### config.mk
export PLATFORM = sky130hd
export DESIGN_NAME = dual_threshold_crossing_monitor_unit
export DESIGN_NICKNAME = d
export VERILOG_FILES = /design/src/hw/rtl/dtcm_pkg.sv /design/src/hw/rtl/dtcm_eval.sv /design/src/hw/rtl/dtcm_state.sv /design/src/hw/rtl/dual_threshold_crossing_monitor_unit.sv
export SDC_FILE = /design/constraint.sdc
export NUM_CORES = 1
export LEC_CHECK = 0
export ABC_AREA = 0
export ABC_CLOCK_PERIOD_IN_PS = 20500
export BUFFER_PORTS_ARGS = -buffer_cell sky130_fd_sc_hd__buf_2
export CAP_MARGIN = 15
export CORE_ASPECT_RATIO = 0.75
export CORE_MARGIN = 1.5
export CORE_UTILIZATION = 40
export CTS_CLUSTER_SIZE = 40
export DETAILED_ROUTE_END_ITERATION = 7
export PLACE_DENSITY = 0.63
export RECOVER_POWER = 50
export SLEW_MARGIN = 20
export SYNTH_ARGS = -nofsm -noshare
export SYNTH_HDL_FRONTEND = slang
export SYNTH_HIERARCHICAL = 1
export SYNTH_SLANG_ARGS = --single-unit
### constraint.sdc
create_clock -name clock -period 20.5 [get_ports clock]
set_input_delay 3.075 -clock clock [delete_from_list [all_inputs] [get_ports clock]]
set_output_delay 3.075 -clock clock [all_outputs]
set_load 0.01 [all_outputs]
### src/hw/rtl/dtcm_pkg.sv
// Shared types and constants of the dual threshold crossing monitor.
package dtcm_pkg;

   localparam int DEFAULT_CHANNELS = 4;

   localparam int CHAN_W  = 2;
   localparam int TEMP_W  = 16;
   localparam int CSR_W   = 32;
   localparam int IDX_W   = 2;
   localparam int REACT_W = 8;
   localparam int CODE_W  = 7;
   localparam int TH1_W   = 17;

   localparam int REACT_REG_W = 32;
   localparam int CODES_REG_W = 28;

   localparam logic [IDX_W-1:0] REG_REACTION = 2'd0;
   localparam logic [IDX_W-1:0] REG_T1_CODES = 2'd1;
   localparam logic [IDX_W-1:0] REG_T2_LEVEL = 2'd2;

   localparam int T1_BASE = -5500;
   localparam int T1_STEP = 180;

   localparam logic [REACT_W-1:0] RISE2_MASK = 8'h0C;
   localparam logic [REACT_W-1:0] RISE1_MASK = 8'hC0;
   localparam logic [REACT_W-1:0] FALL1_MASK = 8'h30;
   localparam logic [REACT_W-1:0] FALL2_MASK = 8'h03;

   localparam int RISE2_LSB = 2;
   localparam int RISE1_LSB = 6;
   localparam int FALL1_LSB = 4;
   localparam int FALL2_LSB = 0;

   typedef struct packed {
      logic changed;
      logic value;
   } verdict_type;

   typedef struct packed {
      logic                     enable;
      logic [CHAN_W-1:0]        channel;
      logic signed [TEMP_W-1:0] temperature;
      logic                     limit_write;
      logic                     limit_value;
   } state_update_type;

endpackage

### src/hw/rtl/dtcm_eval.sv
// Crossing evaluation for one sample against both thresholds.
module dtcm_eval (
   input  logic [dtcm_pkg::REACT_W-1:0]       react,
   input  logic [dtcm_pkg::CODE_W-1:0]        code,
   input  logic signed [dtcm_pkg::TEMP_W-1:0] level_two,
   input  logic signed [dtcm_pkg::TEMP_W-1:0] prev_temp,
   input  logic signed [dtcm_pkg::TEMP_W-1:0] temperature,
   input  logic                               restart,
   output dtcm_pkg::verdict_type              verdict
);

   localparam int TW = dtcm_pkg::TH1_W;

   logic signed [TW-1:0] th1;
   logic signed [TW-1:0] th2;
   logic signed [TW-1:0] prev_x;
   logic signed [TW-1:0] temp_x;
   logic                 rise2_hit;
   logic                 rise1_hit;
   logic                 fall1_hit;
   logic                 fall2_hit;

   assign th1 = signed'(TW'(dtcm_pkg::T1_BASE)
                        + TW'(dtcm_pkg::T1_STEP) * TW'(code));
   assign th2    = TW'(level_two);
   assign prev_x = TW'(prev_temp);
   assign temp_x = TW'(temperature);

   assign rise2_hit = (prev_x < th2 || restart) && temp_x > th2
                      && ((react & dtcm_pkg::RISE2_MASK) != '0);
   assign rise1_hit = (prev_x < th1 || restart) && temp_x > th1
                      && ((react & dtcm_pkg::RISE1_MASK) != '0);
   assign fall1_hit = (prev_x > th1 || restart) && temp_x < th1
                      && ((react & dtcm_pkg::FALL1_MASK) != '0);
   assign fall2_hit = (prev_x > th2 || restart) && temp_x < th2
                      && ((react & dtcm_pkg::FALL2_MASK) != '0);

   // when several crossings match, fall2 wins, then fall1, rise1 and rise2
   always_comb begin
      verdict.changed = rise2_hit || rise1_hit || fall1_hit || fall2_hit;
      verdict.value   = 1'b0;
      if (fall2_hit) begin
         verdict.value = react[dtcm_pkg::FALL2_LSB];
      end else if (fall1_hit) begin
         verdict.value = react[dtcm_pkg::FALL1_LSB];
      end else if (rise1_hit) begin
         verdict.value = react[dtcm_pkg::RISE1_LSB];
      end else if (rise2_hit) begin
         verdict.value = react[dtcm_pkg::RISE2_LSB];
      end
   end

endmodule

### src/hw/rtl/dtcm_state.sv
// Per-channel previous sample and limit bit registers.
module dtcm_state #(
   parameter int CHANNELS = dtcm_pkg::DEFAULT_CHANNELS
) (
   input  logic                               clock,
   input  logic                               reset,
   input  logic [dtcm_pkg::CHAN_W-1:0]        rd_channel,
   input  dtcm_pkg::state_update_type         update,
   output logic signed [dtcm_pkg::TEMP_W-1:0] rd_prev,
   output logic                               rd_limit
);

   logic signed [dtcm_pkg::TEMP_W-1:0] prev_ff [CHANNELS];
   logic signed [dtcm_pkg::TEMP_W-1:0] prev_in [CHANNELS];
   logic                               limit_ff [CHANNELS];
   logic                               limit_in [CHANNELS];

   always_comb begin
      rd_prev  = '0;
      rd_limit = 1'b0;
      for (int c = 0; c < CHANNELS; c++) begin
         if (int'(rd_channel) == c) begin
            rd_prev  = prev_ff[c];
            rd_limit = limit_ff[c];
         end
      end
   end

   always_comb begin
      for (int c = 0; c < CHANNELS; c++) begin
         prev_in[c]  = prev_ff[c];
         limit_in[c] = limit_ff[c];
         if (update.enable && int'(update.channel) == c) begin
            prev_in[c] = update.temperature;
            if (update.limit_write) begin
               limit_in[c] = update.limit_value;
            end
         end
      end
   end

   always_ff @(posedge clock) begin
      for (int c = 0; c < CHANNELS; c++) begin
         if (reset) begin
            prev_ff[c]  <= '0;
            limit_ff[c] <= 1'b0;
         end else begin
            prev_ff[c]  <= prev_in[c];
            limit_ff[c] <= limit_in[c];
         end
      end
   end

endmodule

### src/hw/rtl/dual_threshold_crossing_monitor_unit.sv
// Top level of the dual threshold crossing monitor.
//
// Each sample transfer on the req_ channel yields exactly one rsp_ transfer, in order.
// A sample is captured in an input register; there the channel state is read, both
// thresholds are compared and the channel state and the result register are written
// together once the result register can advance. rsp_valid rises once the sample has
// passed the input and result registers. Unless rsp_ stalls, one sample is taken every
// clock, as the per-channel state is read and written in the same cycle. Samples for
// the same channel may follow each other back to back. Configuration is written through
// csr_ at any time the block holds no sample; writes to an index above 2 are dropped.
module dual_threshold_crossing_monitor_unit #(
   parameter int CHANNELS = dtcm_pkg::DEFAULT_CHANNELS
) (
   input  logic                               clock,
   input  logic                               reset,
   input  logic                               req_valid,
   output logic                               req_ready,
   input  logic [dtcm_pkg::CHAN_W-1:0]        req_channel,
   input  logic signed [dtcm_pkg::TEMP_W-1:0] req_temperature,
   input  logic                               req_restart_pending,
   output logic                               rsp_valid,
   input  logic                               rsp_ready,
   output logic [dtcm_pkg::CHAN_W-1:0]        rsp_result_channel,
   output logic                               rsp_limit_state,
   output logic                               rsp_limit_changed,
   output logic                               rsp_send_report,
   input  logic                               csr_write_enable,
   input  logic [dtcm_pkg::IDX_W-1:0]         csr_index,
   input  logic [dtcm_pkg::CSR_W-1:0]         csr_write_data
);

   localparam int SEL_W = 5;

   logic [dtcm_pkg::REACT_REG_W-1:0]   reaction_ff;
   logic [dtcm_pkg::CODES_REG_W-1:0]   codes_ff;
   logic signed [dtcm_pkg::TEMP_W-1:0] level_two_ff;

   logic                               s1_valid_ff;
   logic                               s1_valid_in;
   logic [dtcm_pkg::CHAN_W-1:0]        s1_channel_ff;
   logic signed [dtcm_pkg::TEMP_W-1:0] s1_temp_ff;
   logic                               s1_restart_ff;

   logic                               rsp_valid_ff;
   logic                               rsp_valid_in;
   logic [dtcm_pkg::CHAN_W-1:0]        rsp_channel_ff;
   logic                               rsp_limit_ff;
   logic                               rsp_limit_in;
   logic                               rsp_changed_ff;
   logic                               rsp_changed_in;
   logic                               rsp_report_ff;
   logic                               rsp_report_in;

   logic                               advance;
   logic                               accept;
   logic                               present;
   logic [dtcm_pkg::REACT_W-1:0]       react;
   logic [dtcm_pkg::CODE_W-1:0]        code;
   logic signed [dtcm_pkg::TEMP_W-1:0] prev_temp;
   logic                               old_limit;
   dtcm_pkg::verdict_type              verdict;
   dtcm_pkg::state_update_type         update;

   // configuration registers
   always_ff @(posedge clock) begin
      if (reset) begin
         reaction_ff  <= '0;
         codes_ff     <= '0;
         level_two_ff <= '0;
      end else if (csr_write_enable) begin
         case (csr_index)
            dtcm_pkg::REG_REACTION: begin
               reaction_ff <= csr_write_data[dtcm_pkg::REACT_REG_W-1:0];
            end
            dtcm_pkg::REG_T1_CODES: begin
               codes_ff <= csr_write_data[dtcm_pkg::CODES_REG_W-1:0];
            end
            dtcm_pkg::REG_T2_LEVEL: begin
               level_two_ff <= signed'(csr_write_data[dtcm_pkg::TEMP_W-1:0]);
            end
            default: begin
            end
         endcase
      end
   end

   // flow control
   assign advance   = !rsp_valid_ff || rsp_ready;
   assign req_ready = !s1_valid_ff || advance;
   assign accept    = req_valid && req_ready;

   assign s1_valid_in  = accept ? 1'b1 : (advance ? 1'b0 : s1_valid_ff);
   assign rsp_valid_in = advance ? s1_valid_ff : rsp_valid_ff;

   always_ff @(posedge clock) begin
      if (reset) begin
         s1_valid_ff  <= 1'b0;
         rsp_valid_ff <= 1'b0;
      end else begin
         s1_valid_ff  <= s1_valid_in;
         rsp_valid_ff <= rsp_valid_in;
      end
   end

   always_ff @(posedge clock) begin
      if (accept) begin
         s1_channel_ff <= req_channel;
         s1_temp_ff    <= req_temperature;
         s1_restart_ff <= req_restart_pending;
      end
   end

   // evaluation
   assign present = int'(s1_channel_ff) < CHANNELS;
   assign react   = dtcm_pkg::REACT_W'(reaction_ff >> (SEL_W'(s1_channel_ff)
                                                      * SEL_W'(dtcm_pkg::REACT_W)));
   assign code    = dtcm_pkg::CODE_W'(codes_ff >> (SEL_W'(s1_channel_ff)
                                                  * SEL_W'(dtcm_pkg::CODE_W)));

   dtcm_state #(
      .CHANNELS(CHANNELS)
   ) u_state (
      .clock      (clock),
      .reset      (reset),
      .rd_channel (s1_channel_ff),
      .update     (update),
      .rd_prev    (prev_temp),
      .rd_limit   (old_limit)
   );

   dtcm_eval u_eval (
      .react       (react),
      .code        (code),
      .level_two   (level_two_ff),
      .prev_temp   (prev_temp),
      .temperature (s1_temp_ff),
      .restart     (s1_restart_ff),
      .verdict     (verdict)
   );

   always_comb begin
      update.enable      = advance && s1_valid_ff && present;
      update.channel     = s1_channel_ff;
      update.temperature = s1_temp_ff;
      update.limit_write = verdict.changed;
      update.limit_value = verdict.value;
   end

   assign rsp_changed_in = present && verdict.changed;
   assign rsp_limit_in   = present && (verdict.changed ? verdict.value : old_limit);
   assign rsp_report_in  = rsp_changed_in && !s1_restart_ff;

   always_ff @(posedge clock) begin
      if (advance && s1_valid_ff) begin
         rsp_channel_ff <= s1_channel_ff;
         rsp_limit_ff   <= rsp_limit_in;
         rsp_changed_ff <= rsp_changed_in;
         rsp_report_ff  <= rsp_report_in;
      end
   end

   assign rsp_valid          = rsp_valid_ff;
   assign rsp_result_channel = rsp_channel_ff;
   assign rsp_limit_state    = rsp_limit_ff;
   assign rsp_limit_changed  = rsp_changed_ff;
   assign rsp_send_report    = rsp_report_ff;

endmodule

==> flow_summary.toml <==
[finish]
mostFrequentLayoutCells = "sky130_fd_sc_hd__nand2b_1 (196), sky130_fd_sc_hd__mux2i_1 (149), sky130_fd_sc_hd__dfxtp_1 (146)"
area_used_by_multi_input_combinational_logic_sq_mm = 0.00605
antenna-diode-count = 0
final_common_cell = "sky130_fd_sc_hd__nand2b_1"
layout.core_utilization_pct = 45.2
fillCellCount = 2378
final_nets = 1137
area_growth_pct = 11.2
regArea_sq_mm = 0.00364
share_of_layout_cells_above_drive_strength_1_pct = 13.5
final_area_sq_mm = 0.0113
layoutNonFillerInstCount = 1338

[detailed_routing]
met2_length_mm = 10.1
avgViaCountPerCell = 5.28
drcViolationCount = 0
final_routed_wirelength_across_all_metal_layers_mm = 24.3
wire_per_inst_um = 18.2
ant_nets = 0
uppermost_layer_routed = "met4"
drt_first_pass_iters = 5
via_count = 7062
drt_first_iter_violations = 506
met1_length_mm = 12.8
met3WireLength_mm = 1.14

[cts]
cts_inserted_buffers = 17
longest_clk_path_bufs = 2
cts.repair.resized = 0
clk_transition_reported_paths_ps = 70
ctsRootBufferMaster = "sky130_fd_sc_hd__clkbuf_16"
clkSinkCount = 170
clk-insertion-delay-late_ps = 440
hold_buffers = 0
post_cts.repair.setup_buffers = 0
clock_tree.htree_level_count = 4
tritoncts_clock_tree = "done"

[worst_setup_path]
worst_path_max_delay_cell = "sky130_fd_sc_hd__clkbuf_1"
cp.buffers_inverters = 3
critical_path.endpoint_type = "register"
critical_path_peak_fanout = 43
path_delay_family = "buffers and inverters"
setup.worst_path.end = "u_state/limit_ff[0]"
worst_r2r_path_depth = 26
crit-reg2reg-launch = "s1_channel_ff[0]"
reg_to_reg_slack_setup_ps = 11390
critical-path-max-stage-delay_ps = 2000
worst-path-stages = 26
timing_worst_setup_path_type = "reg2reg"
setup.worst_path.start = "s1_channel_ff[0]"
timing.critical_path.required_ps = 20840
worstReg2RegEnd = "u_state/limit_ff[0]"
critPathLaunchType = "register"
arrival_ps = 9460

[global_routing]
grt_overflow = 0
grt_start_max_net_pins = 109
grt_usage_pct = 19.0
first_pass_grt_wire_length_mm = 38.5
grt_antenna_before_repair = 0
grt_pass1_vias = 6823

[yosys]
yosysTopAreaCell = "sky130_fd_sc_hd__dfxtp_1"
yosys.area.top_type_share_pct = 28.9
synth_cells = 946
ys_seq_elements = 170
synth_edf_count = 24
distinct_cells_synth = 67
asyncSetResetFlopFracSynth_pct = 0
most_used_flip_flop_cell_after_synthesis = "sky130_fd_sc_hd__dfxtp_1"
synth_warnings = 6
syn_area_per_cell_sq_um = 10.7
synth.area.top_cells = "sky130_fd_sc_hd__dfxtp_1 (29%), sky130_fd_sc_hd__mux2i_1 (15%), sky130_fd_sc_hd__nand2b_1 (12%), sky130_fd_sc_hd__ha_1 (10%), sky130_fd_sc_hd__edfxtp_1 (7.1%)"
synth_sequential_area_ratio_pct = 36.0
post_synthesis_net_count = 1096
netlist_area_sq_mm = 0.0101

[flow_run]
cap_violations = 4

[power_and_ir_drop]
power-per-cell-area_mw_per_mm2 = 73.8
leakagePower_uw = 0.00496
worst_ir_drop_vdd_v = 0.0000637

[timing]
setup_repair_after_global_routing_missed_its_margin = "false"
timing.final.setup_violations = 0
setup-tns-final_ps = 0
clock-skew-final_ps = 8.25
worst_tran_pin_value_ps = 3250
clock.fmax_ghz = 0.110
final-max-slew-violation-count = 286
fin_crit_ps = 9110
finalCritPeriodShare_pct = 44.5
max_slew_margin_pct = -117
final-hold-violation-count = 0

[status]
outcome = "finished, violations left"
failed_checks = "max-capacitance violations, max-slew violations"

[floorplanning]
fp.dieArea_sq_mm = 0.0263
floorplan.rows = 50
floorplan.die.width_um = 187
die_height_um = 141
start_util_pct = 40.6
core_sq_mm = 0.0249
io_pins = 65

[placement]
gp_congestion = 0.909
dpl-instance-area_sq_mm = 0.0106
numPlacedInstances = 1305
dp_hpwl_mm = 17.8
portBuffers = 64

[hold_path]
hold_class = "reg2reg"
## metal layers
layer,vias up,global-route usage [%]
li1,3440,-
met5,-,0
met4,0,5.35
met2,173,27.5
met3,22,2.89
met1,3427,28.9
## worst register-to-register path, stage by stage (launching register included)
cell,delay [ps]
sky130_fd_sc_hd__edfxtp_1,320
sky130_fd_sc_hd__clkbuf_1,2000
sky130_fd_sc_hd__mux4_2,800
sky130_fd_sc_hd__ha_1,420
sky130_fd_sc_hd__ha_1,300
sky130_fd_sc_hd__inv_1,50
sky130_fd_sc_hd__fa_1,490
sky130_fd_sc_hd__inv_1,60
sky130_fd_sc_hd__fa_1,460
sky130_fd_sc_hd__a21o_2,230
sky130_fd_sc_hd__a221oi_2,320
sky130_fd_sc_hd__xor2_1,390
sky130_fd_sc_hd__nor2_1,130
sky130_fd_sc_hd__nand3b_1,220
sky130_fd_sc_hd__ha_1,370
sky130_fd_sc_hd__o211ai_1,100
sky130_fd_sc_hd__nor2_1,160
sky130_fd_sc_hd__o211ai_1,130
sky130_fd_sc_hd__a31oi_1,240
sky130_fd_sc_hd__nor2_1,70
sky130_fd_sc_hd__mux2i_1,190
sky130_fd_sc_hd__a311oi_1,130
sky130_fd_sc_hd__a211oi_2,280
sky130_fd_sc_hd__o21ai_1,110
sky130_fd_sc_hd__nand4_1,250
sky130_fd_sc_hd__nor4bb_1,430
sky130_fd_sc_hd__mux2i_1,320
## worst min-delay path by stage
| stage | start | slack [ps] | end | depth (start not counted) |
|---|---|---|---|---|
| after floorplan | s1_valid_ff | 430 | rsp_valid | 2 |
| after global placement | s1_valid_ff | 450 | rsp_valid | 2 |
| after detailed placement | u_state/prev_ff[3][7] | 460 | u_state/prev_ff[3][7] | 2 |
| after CTS | s1_valid_ff | 470 | rsp_valid | 2 |
| after global routing | s1_valid_ff | 480 | rsp_valid | 2 |
| final | s1_valid_ff | 470 | rsp_valid | 2 |
## cell usage after synthesis (2+ instances only)
library cell / count
sky130_fd_sc_hd__nand2b_1: 196
sky130_fd_sc_hd__mux2i_1: 149
sky130_fd_sc_hd__dfxtp_1: 146
sky130_fd_sc_hd__ha_1: 84
sky130_fd_sc_hd__inv_1: 41
sky130_fd_sc_hd__mux4_2: 32
sky130_fd_sc_hd__nor2_1: 29
sky130_fd_sc_hd__edfxtp_1: 24
sky130_fd_sc_hd__nand2_1: 23
sky130_fd_sc_hd__clkbuf_1: 22
sky130_fd_sc_hd__a21oi_1: 14
sky130_fd_sc_hd__a21o_1: 13
sky130_fd_sc_hd__buf_2: 13
sky130_fd_sc_hd__nand3_1: 13
sky130_fd_sc_hd__nand3b_1: 11
sky130_fd_sc_hd__o21ai_0: 11
sky130_fd_sc_hd__nand4_1: 10
sky130_fd_sc_hd__buf_4: 8
sky130_fd_sc_hd__fa_1: 8
sky130_fd_sc_hd__xnor2_1: 8
sky130_fd_sc_hd__xor2_1: 6
sky130_fd_sc_hd__a211oi_1: 5
sky130_fd_sc_hd__nor2b_1: 5
sky130_fd_sc_hd__o211ai_1: 5
sky130_fd_sc_hd__a31oi_1: 4
sky130_fd_sc_hd__buf_6: 4
sky130_fd_sc_hd__nand4b_1: 4
sky130_fd_sc_hd__o21ai_1: 4
sky130_fd_sc_hd__and3_1: 3
sky130_fd_sc_hd__o21a_1: 3
sky130_fd_sc_hd__a2111oi_0: 2
sky130_fd_sc_hd__a211o_1: 2
sky130_fd_sc_hd__and2_1: 2
sky130_fd_sc_hd__and3b_1: 2
sky130_fd_sc_hd__nor3_1: 2
sky130_fd_sc_hd__nor3b_1: 2
sky130_fd_sc_hd__nor4_1: 2
sky130_fd_sc_hd__nor4bb_1: 2
sky130_fd_sc_hd__o211a_1: 2
sky130_fd_sc_hd__or2_1: 2
sky130_fd_sc_hd__or3b_1: 2
## registers in the layout, indices dropped and copies added (netlist names), 2 cells and up
register            cells
reaction_ff            32
rsp_result_channel      2
level_two_ff           16
codes_ff               28
s1_temp_ff             16
s1_channel_ff           2
u_state/limit_ff        4
u_state/prev_ff        64
## cells by family (layout without fill, tap and decap cells)
logic type      after synthesis  count (layout)  synth area share (%)
compound gates               83              83                  6.02
xor+xnor                     14              14                  1.21
fa+ha+maj                    92              92                  12.0
buf+inv                      89             143                  4.22
flops                       170             170                  36.0
mux                         182             182                  22.0
simple gates                316             316                  18.6
## where the power goes
part / internal [uW] / switching (uW) / leakage (uW)
Combinational: 57.0 / 71.5 / 0.00323
Clock: 198 / 146 / 0.000311
Sequential: 350 / 8.62 / 0.00142
Total: 604 / 226 / 0.00496
## stage by stage
step | worst slack, ps | hold slack, ps | power [uW]
CTS | 13060 | 466 | 838
global placement | 13460 | 455 | 491
finish | 11390 | 466 | 831
detailed placement | 13270 | 461 | 492
global route | 10630 | 484 | 868
floorplan | 14040 | 434 | 456
## cell type report
class,instances,share of cell area (%)
tap,338,3.76
inverter,41,1.37
clock buffer,20,4.26
multi-input combinational,687,53.8
timing repair buffer,70,3.10
clock inverter,12,1.31
sequential,170,32.4
No activity file was read; power rests on OpenSTA's default activity.
